## src/sv/bdl_pkg.sv

```systemverilog
package bdl_pkg;

	localparam int unsigned LINES_W   = 4;
	localparam int unsigned AGE_W     = 8;
	localparam int unsigned MS_W      = 32;
	localparam int unsigned S_DATA_W  = 48;
	localparam int unsigned M_DATA_W  = 48;

	localparam logic [AGE_W-1:0] STABLE_MS_RESET = AGE_W'(2);
	localparam logic [AGE_W-1:0] AGE_MAX         = '1;
	localparam logic [MS_W-1:0]  IDLE_MAX        = '1;

	typedef enum logic [1:0] {
		OP_SAMPLE = 2'd0,
		OP_SET    = 2'd1,
		OP_BREAK  = 2'd2,
		OP_DRAIN  = 2'd3
	} op_t;

	typedef struct packed {
		op_t                op;
		logic               ms_tick;
		logic [LINES_W-1:0] raw_lines;
		logic [LINES_W-1:0] latch_mask;
		logic [MS_W-1:0]    latch_ms;
	} item_t;

	typedef struct packed {
		logic [LINES_W-1:0] clean_buttons;
		logic [LINES_W-1:0] drive_mask;
		logic               latch_on;
		logic               timed_out;
		logic [MS_W-1:0]    held_ms;
	} result_t;

endpackage

```

## src/sv/bdl_in_stage.sv

```systemverilog
module bdl_in_stage (
	input  logic                          clk,
	input  logic                          arst_n,
	input  logic                          s_tvalid,
	output logic                          s_tready,
	input  logic [bdl_pkg::S_DATA_W-1:0]  s_tdata,
	input  logic [1:0]                    s_tuser,
	input  logic                          advance,
	output logic                          valid_s1,
	output bdl_pkg::item_t                item_s1
);

	logic accept;

	assign s_tready = !valid_s1 || advance;
	assign accept   = s_tvalid && s_tready;

	always_ff @(posedge clk or negedge arst_n) begin
		if (!arst_n) begin
			valid_s1 <= 1'b0;
		end else if (s_tready) begin
			valid_s1 <= s_tvalid;
		end
	end

	// unpack tdata: ms_tick, raw_lines, latch_mask, latch_ms from bit 0 up
	always_ff @(posedge clk) begin
		if (accept) begin
			item_s1.op         <= bdl_pkg::op_t'(s_tuser);
			item_s1.ms_tick    <= s_tdata[0];
			item_s1.raw_lines  <= s_tdata[4:1];
			item_s1.latch_mask <= s_tdata[8:5];
			item_s1.latch_ms   <= s_tdata[40:9];
		end
	end

endmodule

```

## src/sv/bdl_core.sv

```systemverilog
module bdl_core (
	input  logic                         clk,
	input  logic                         arst_n,
	input  logic                         cfg_we,
	input  logic [bdl_pkg::AGE_W-1:0]    cfg_wdata,
	input  logic                         fire,
	input  bdl_pkg::item_t               item,
	output bdl_pkg::result_t             res
);

	logic [bdl_pkg::AGE_W-1:0]   stable_ms_q;
	logic [bdl_pkg::LINES_W-1:0] prev_q, prev_n;
	logic [bdl_pkg::AGE_W-1:0]   stable_age_q, stable_age_n, age_t;
	logic                        drain_q, drain_n;
	logic [bdl_pkg::LINES_W-1:0] held_q, held_n;
	logic [bdl_pkg::MS_W-1:0]    limit_q, limit_n;
	logic [bdl_pkg::MS_W-1:0]    idle_q, idle_n, idle_t;
	logic [bdl_pkg::MS_W:0]      sum;
	logic [bdl_pkg::LINES_W-1:0] buttons;
	logic [bdl_pkg::LINES_W-1:0] clean;
	logic                        timed;

	always_ff @(posedge clk or negedge arst_n) begin
		if (!arst_n) begin
			stable_ms_q <= bdl_pkg::STABLE_MS_RESET;
		end else if (cfg_we) begin
			stable_ms_q <= cfg_wdata;
		end
	end

	always_comb begin
		// age counters on the tick, saturating
		age_t  = (item.ms_tick && stable_age_q != bdl_pkg::AGE_MAX) ?
		         stable_age_q + 1'b1 : stable_age_q;
		idle_t = (item.ms_tick && idle_q != bdl_pkg::IDLE_MAX) ? idle_q + 1'b1 : idle_q;

		prev_n       = prev_q;
		stable_age_n = age_t;
		drain_n      = drain_q;
		held_n       = held_q;
		limit_n      = limit_q;
		idle_n       = idle_t;
		clean        = '0;
		timed        = 1'b0;
		buttons      = '0;
		sum          = {1'b0, limit_q} + {1'b0, item.latch_ms};

		case (item.op)
			bdl_pkg::OP_SAMPLE: begin
				if (held_q != '0 && idle_t > limit_q) begin
					timed  = 1'b1;
					held_n = '0;
				end
				prev_n = item.raw_lines;
				if (!(drain_q && item.raw_lines != '0)) begin
					drain_n = 1'b0;
					buttons = (prev_q != '0 && prev_q != item.raw_lines) ?
					          '0 : item.raw_lines;
					if (buttons == '0) begin
						stable_age_n = '0;
					end
					clean = (stable_age_n < stable_ms_q) ? '0 : buttons;
				end
			end
			bdl_pkg::OP_SET: begin
				if (held_q == item.latch_mask) begin
					// extend only when the sum neither wraps nor stays put
					if (!sum[bdl_pkg::MS_W] && item.latch_ms != '0) begin
						limit_n = sum[bdl_pkg::MS_W-1:0];
					end
				end else begin
					held_n  = item.latch_mask;
					limit_n = item.latch_ms;
				end
				idle_n = '0;
			end
			bdl_pkg::OP_BREAK: begin
				held_n = '0;
			end
			bdl_pkg::OP_DRAIN: begin
				drain_n = 1'b1;
			end
			default: begin
				drain_n = drain_q;
			end
		endcase

		res.clean_buttons = clean;
		res.drive_mask    = held_n;
		res.latch_on      = held_n != '0;
		res.timed_out     = timed;
		res.held_ms       = limit_n;
	end

	always_ff @(posedge clk or negedge arst_n) begin
		if (!arst_n) begin
			prev_q       <= '0;
			stable_age_q <= '0;
			drain_q      <= 1'b0;
			held_q       <= '0;
			limit_q      <= '0;
			idle_q       <= '0;
		end else if (fire) begin
			prev_q       <= prev_n;
			stable_age_q <= stable_age_n;
			drain_q      <= drain_n;
			held_q       <= held_n;
			limit_q      <= limit_n;
			idle_q       <= idle_n;
		end
	end

	a_timeout_drops: assert property (@(posedge clk) disable iff (!arst_n)
		fire && res.timed_out |=> held_q == '0)
		else $error("timeout left the latch held");

	a_set_clears_idle: assert property (@(posedge clk) disable iff (!arst_n)
		fire && item.op == bdl_pkg::OP_SET |=> idle_q == '0)
		else $error("set latch did not restart idle time");

	a_press_is_stable: assert property (@(posedge clk) disable iff (!arst_n)
		fire && res.clean_buttons != '0 |=>
		stable_age_q >= $past(stable_ms_q) && !drain_q)
		else $error("press reported before it was stable");

endmodule

```

## src/sv/bdl_out_stage.sv

```systemverilog
module bdl_out_stage (
	input  logic                          clk,
	input  logic                          arst_n,
	input  logic                          load,
	input  bdl_pkg::result_t              res,
	output logic                          m_tvalid,
	input  logic                          m_tready,
	output logic [bdl_pkg::M_DATA_W-1:0]  m_tdata,
	output logic                          advance
);

	logic             valid_q;
	bdl_pkg::result_t res_q;

	assign advance  = !valid_q || m_tready;
	assign m_tvalid = valid_q;

	always_ff @(posedge clk or negedge arst_n) begin
		if (!arst_n) begin
			valid_q <= 1'b0;
		end else if (advance) begin
			valid_q <= load;
		end
	end

	always_ff @(posedge clk) begin
		if (load) begin
			res_q <= res;
		end
	end

	assign m_tdata = {6'd0, res_q.held_ms, res_q.timed_out, res_q.latch_on,
	                  res_q.drive_mask, res_q.clean_buttons};

endmodule

```

## src/sv/button_debounce_with_timed_latch.sv

```systemverilog
// Four-line button qualifier with a timed output latch. Each item may carry a
// millisecond tick and one operation (sample, set latch, break latch, start
// drain, given in s_tuser); each gives exactly one result. One item can be
// taken every clock cycle while the receiver keeps up. The input register
// holds an accepted item; when it moves on, all state and the result
// register are updated at the same clock edge, and the result is held on
// m_tdata until taken. s_tready falls only while both registers hold items
// and m_tready is low. stable_ms resets to 2; the user must write it through
// cfg_we and cfg_wdata while no item is in flight, not enforced by the block.
module button_debounce_with_timed_latch (
	input  logic                          clk,
	input  logic                          arst_n,
	input  logic                          cfg_we,
	input  logic [bdl_pkg::AGE_W-1:0]     cfg_wdata,   // stable_ms
	input  logic                          s_tvalid,
	output logic                          s_tready,
	// ms_tick, raw_lines[3:0], latch_mask[3:0], latch_ms[31:0], zero fill
	input  logic [bdl_pkg::S_DATA_W-1:0]  s_tdata,
	input  logic [1:0]                    s_tuser,     // op
	output logic                          m_tvalid,
	input  logic                          m_tready,
	// clean_buttons[3:0], drive_mask[3:0], latch_on, timed_out, held_ms[31:0],
	// zero fill
	output logic [bdl_pkg::M_DATA_W-1:0]  m_tdata
);

	logic             advance;
	logic             valid_s1;
	logic             fire;
	bdl_pkg::item_t   item_s1;
	bdl_pkg::result_t res;

	assign fire = valid_s1 && advance;

	bdl_in_stage u_in (
		.clk      (clk),
		.arst_n   (arst_n),
		.s_tvalid (s_tvalid),
		.s_tready (s_tready),
		.s_tdata  (s_tdata),
		.s_tuser  (s_tuser),
		.advance  (advance),
		.valid_s1 (valid_s1),
		.item_s1  (item_s1)
	);

	bdl_core u_core (
		.clk       (clk),
		.arst_n    (arst_n),
		.cfg_we    (cfg_we),
		.cfg_wdata (cfg_wdata),
		.fire      (fire),
		.item      (item_s1),
		.res       (res)
	);

	bdl_out_stage u_out (
		.clk      (clk),
		.arst_n   (arst_n),
		.load     (fire),
		.res      (res),
		.m_tvalid (m_tvalid),
		.m_tready (m_tready),
		.m_tdata  (m_tdata),
		.advance  (advance)
	);

endmodule

```

## config.mk

```make
export PLATFORM = sky130hd
export DESIGN_NAME = button_debounce_with_timed_latch
export DESIGN_NICKNAME = d
export VERILOG_FILES = /design/src/sv/bdl_pkg.sv /design/src/sv/bdl_in_stage.sv /design/src/sv/bdl_core.sv /design/src/sv/bdl_out_stage.sv /design/src/sv/button_debounce_with_timed_latch.sv
export SDC_FILE = /design/constraint.sdc
export NUM_CORES = 1
export LEC_CHECK = 0
export BUFFER_PORTS_ARGS = -buffer_cell sky130_fd_sc_hd__buf_2
export CAP_MARGIN = 5
export CORE_ASPECT_RATIO = 1.2
export CORE_MARGIN = 4
export CORE_UTILIZATION = 48
export DETAILED_ROUTE_END_ITERATION = 12
export PLACE_DENSITY = 0.7
export SKIP_LAST_GASP = 1
export SLEW_MARGIN = 20
export SYNTH_ARGS = -nofsm -noshare
export SYNTH_HDL_FRONTEND = slang
export SYNTH_HIERARCHICAL = 1
export SYNTH_SLANG_ARGS = --single-unit
export TNS_END_PERCENT = 30
```

## constraint.sdc

```tcl
create_clock -name clk -period 6.64 [get_ports clk]
set_input_delay 0.996 -clock clk [delete_from_list [all_inputs] [get_ports clk]]
set_output_delay 0.996 -clock clk [all_outputs]
set_load 0.005 [all_outputs]
```

==> impl_metrics.ini <==
[die]
die_w_um = 146
io_pins = 113
fp.coreArea_um2 = 22400
dieHeight_um = 173
start_util_pct = 48.7
fp-row-count = 60
die_area_um2 = 25200

[drt]
ant_nets = 0
vias = 8873
wl_mm = 26.9
drc_errors = 0
dr.first_iter.drc_count = 745
wl_per_cell_um = 18.0
dr.pass1.iters = 6
via_per_inst = 5.92

[hold_path]
min-delay-start = u_core/idle_q[8]
worstHoldPathType = reg2reg
worstHoldPathCells = 1
holdPathEnd = u_core/idle_q[8]

[finish]
num-fill-cells = 1985
final_nets = 1343
multi_input_area_um2 = 5630
fin_cells = 1498
drive_gt1_share_pct = 14.4
n_antenna_cell = 0
final_area_um2 = 12200
syn_to_final_growth_pct = 11.7
seq_area_um2 = 4830

[run_status]
status = finished, final reports clean

[grt]
grt_antenna_before_repair = 0
grt_max_degree = 53
grt-busiest-layer = met2
grtUsageMet1_pct = 26.6
gr-usage-met3_pct = 3.70
gr-total-overflow = 0
grt_pass1_wl_mm = 43.4
grt_usage_pct = 21.1
met2_usage_pct = 36.2
first_global_vias = 8673

[sta]
hold_viol = 0
fmax_mhz = 207
relSlewSlack_pct = 28.5
period_minus_slack_ns = 4.83
grt_setup_unrepaired = no
slew_viol_final = 0
period_share_pct = 72.7
setup_ws_ns = 1.81
setup_viol = 0
setup_tns_ns = 0
worst_slew_pin_slew_ns = 1.07
skew_ns = 0.0101

[logic_synthesis]
avgSynthCellArea_um2 = 9.70
seq_area_frac_synth_pct = 44.3
async_flop_share_pct = 51.7
synth_cells = 1124
synthDistinctLibCells = 79
syn_area_um2 = 10900
yosysWarningCount = 6
ys_ff_latch = 176
synth_edf_count = 85
synth_top_flop_cell = dfrtp_1

[setup_path]
cp-start-kind = flop
worstRegToRegCells = 16
worstPathMaxFanout = 8
end_kind = flop
cp.required_ns = 6.94
cp.arrival_ns = 5.12
r2r_setup_slack_ns = 1.81
crit_path_start = u_core/idle_q[0]
regToRegEndpoint = u_out/m_tdata[6]
r2r_start = u_core/idle_q[0]
path_class = reg2reg

[placement]
port_buffers = 99
dp_hpwl_mm = 18.9
place_area_um2 = 11600
place_worst_setup_slack_ns = 1.92
gp_congestion = 0.917
placed_cells = 1466

[clocking]
cts_inserted_buffers = 17
clock_sinks = 176
hold_buffers = 0
post_cts_buffers = 0
cts_root_buf = clkbuf_16
clk_latency_ns = 0.43
post_cts_resize_count = 0
clockBufferDepth = 2
cts_tree = yes
cts.htree.levels = 4
clkSlewWorstSetupHoldPaths_ns = 0.06

[power_and_ir_drop]
total_power_w = 0.00394
vdd_ir_drop_max_mv = 0.177
p_leak_nw = 5.34
power.density_nw_per_um2 = 324

[job]
drv_cap = 0
state kept, by name (all words and copies together) (netlist names), 4 cells and up:
name / count
u_in/item_s1: 43
u_core/idle_q: 32
u_core/stable_ms_q: 8
u_core/limit_q: 32
u_core/held_q: 4
u_out/m_tdata: 42
u_core/prev_q: 4
u_core/stable_age_q: 8
area by class of cell:
| cell class | instances | area share [%] |
|---|---|---|
| Clock buffer | 18 | 3.52 |
| Clock inverter | 14 | 1.43 |
| Inverter | 58 | 1.79 |
| Multi-Input combinational cell | 847 | 46.2 |
| Sequential cell | 176 | 39.7 |
| Tap cell | 279 | 2.87 |
| Timing Repair Buffer | 106 | 4.52 |
routing by layer:
layer	share of wire, %	vias to the layer above
met1	43	4258
met4	2.6	0
li1	-	4285
met3	5.8	46
met2	49	284
met5	0	-
critical path, cell delays in order, from the launching register on:
cell and delay (ns):
dfrtp_1 0.44, ha_1 0.26, nand3_1 0.15, nor4_2 0.34, nand2_1 0.18, nor3_2 0.45, nand4_1 0.26, xnor2_1 0.18
ha_1 0.29, nand4_1 0.13, nor4_1 0.47, a31oi_1 0.18, and4_1 0.25, a22oi_1 0.31, nor2b_1 0.38, mux2_2 0.28
a22o_1 0.15
power by group:
part | internal (W) | switching (W)
registers | 0.00134 | 0.000144
logic | 0.000559 | 0.000845
clock network | 0.000599 | 0.000453
placed cells by master, fill, tap and decap left out, types with 6 or more instances in the layout:
cell type	count
a21oi_1	57
o21a_1	11
nand3_1	19
nand2b_1	6
nand2_1	170
dfrtp_1	90
a22oi_1	17
and3_1	7
clkbuf_16	17
nor2b_1	6
nor4_1	12
buf_4	8
mux2_2	7
o22ai_1	9
o21ai_0	75
nand4_1	27
and4_1	6
a221oi_1	13
a21o_1	23
a22o_1	8
buf_2	98
conb_1	6
xor2_1	37
o31ai_1	20
edfxtp_1	85
inv_6	7
nor2_1	72
nor3_1	14
ha_1	73
inv_1	58
xnor2_1	38
o211ai_1	21
cell families after synthesis:
family,Yosys count,share of synthesized area [%]
simple gates,371,16.3
compound gates,311,19.4
flops,176,44.3
buf+inv,106,4.34
xor+xnor,75,6.02
fa+ha+maj,74,8.56
mux,10,0.998
other cells,1,0.0344
metrics by stage:
step | hold slack [ns] | utilization (%)
floorplan | 0.457 | -
global placement | 0.482 | 51.8
detailed placement | 0.486 | 51.8
CTS | 0.499 | 54.5
global route | 0.536 | 54.5
finish | 0.490 | 54.5
how the worst max path moves through the flow:
stage	slack, ns	end	depth (start not counted)
finish	1.81	u_out/m_tdata[6]	16
floorplan	2.80	u_out/m_tdata[4]	19
CTS	1.88	u_out/m_tdata[6]	16
global placement	1.95	u_out/m_tdata[7]	16
global route	1.54	u_out/m_tdata[6]	16
detailed placement	1.92	u_out/m_tdata[6]	16
cells in the mapped netlist (all sizes together) (4+ instances only):
cell / count / area (um2)
a211oi: 5 / 37.5
a21o: 23 / 173
a21oi: 60 / 312
a221o: 5 / 50.1
a221oi: 14 / 129
a22o: 8 / 70.1
a22oi: 17 / 128
a31oi: 5 / 31.3
a32oi: 4 / 35.0
and2: 6 / 40.0
and3: 9 / 66.3
and4: 7 / 63.8
buf: 23 / 161
clkbuf: 25 / 93.8
dfrtp: 90 / 2250
edfxtp: 85 / 2550
ha: 73 / 913
inv: 58 / 218
mux2: 7 / 78.8
nand2: 172 / 651
nand2b: 9 / 73.8
nand3: 19 / 95.1
nand4: 28 / 181
nor2: 73 / 274
nor2b: 7 / 43.8
nor3: 17 / 95.1
nor4: 15 / 130
o211ai: 22 / 179
o21a: 11 / 82.6
o21ai: 81 / 409
o22ai: 9 / 56.3
o2bb2ai: 5 / 43.8
o31ai: 20 / 150
xnor2: 38 / 333
xor2: 37 / 324
(Power assumes the default switching activity.)
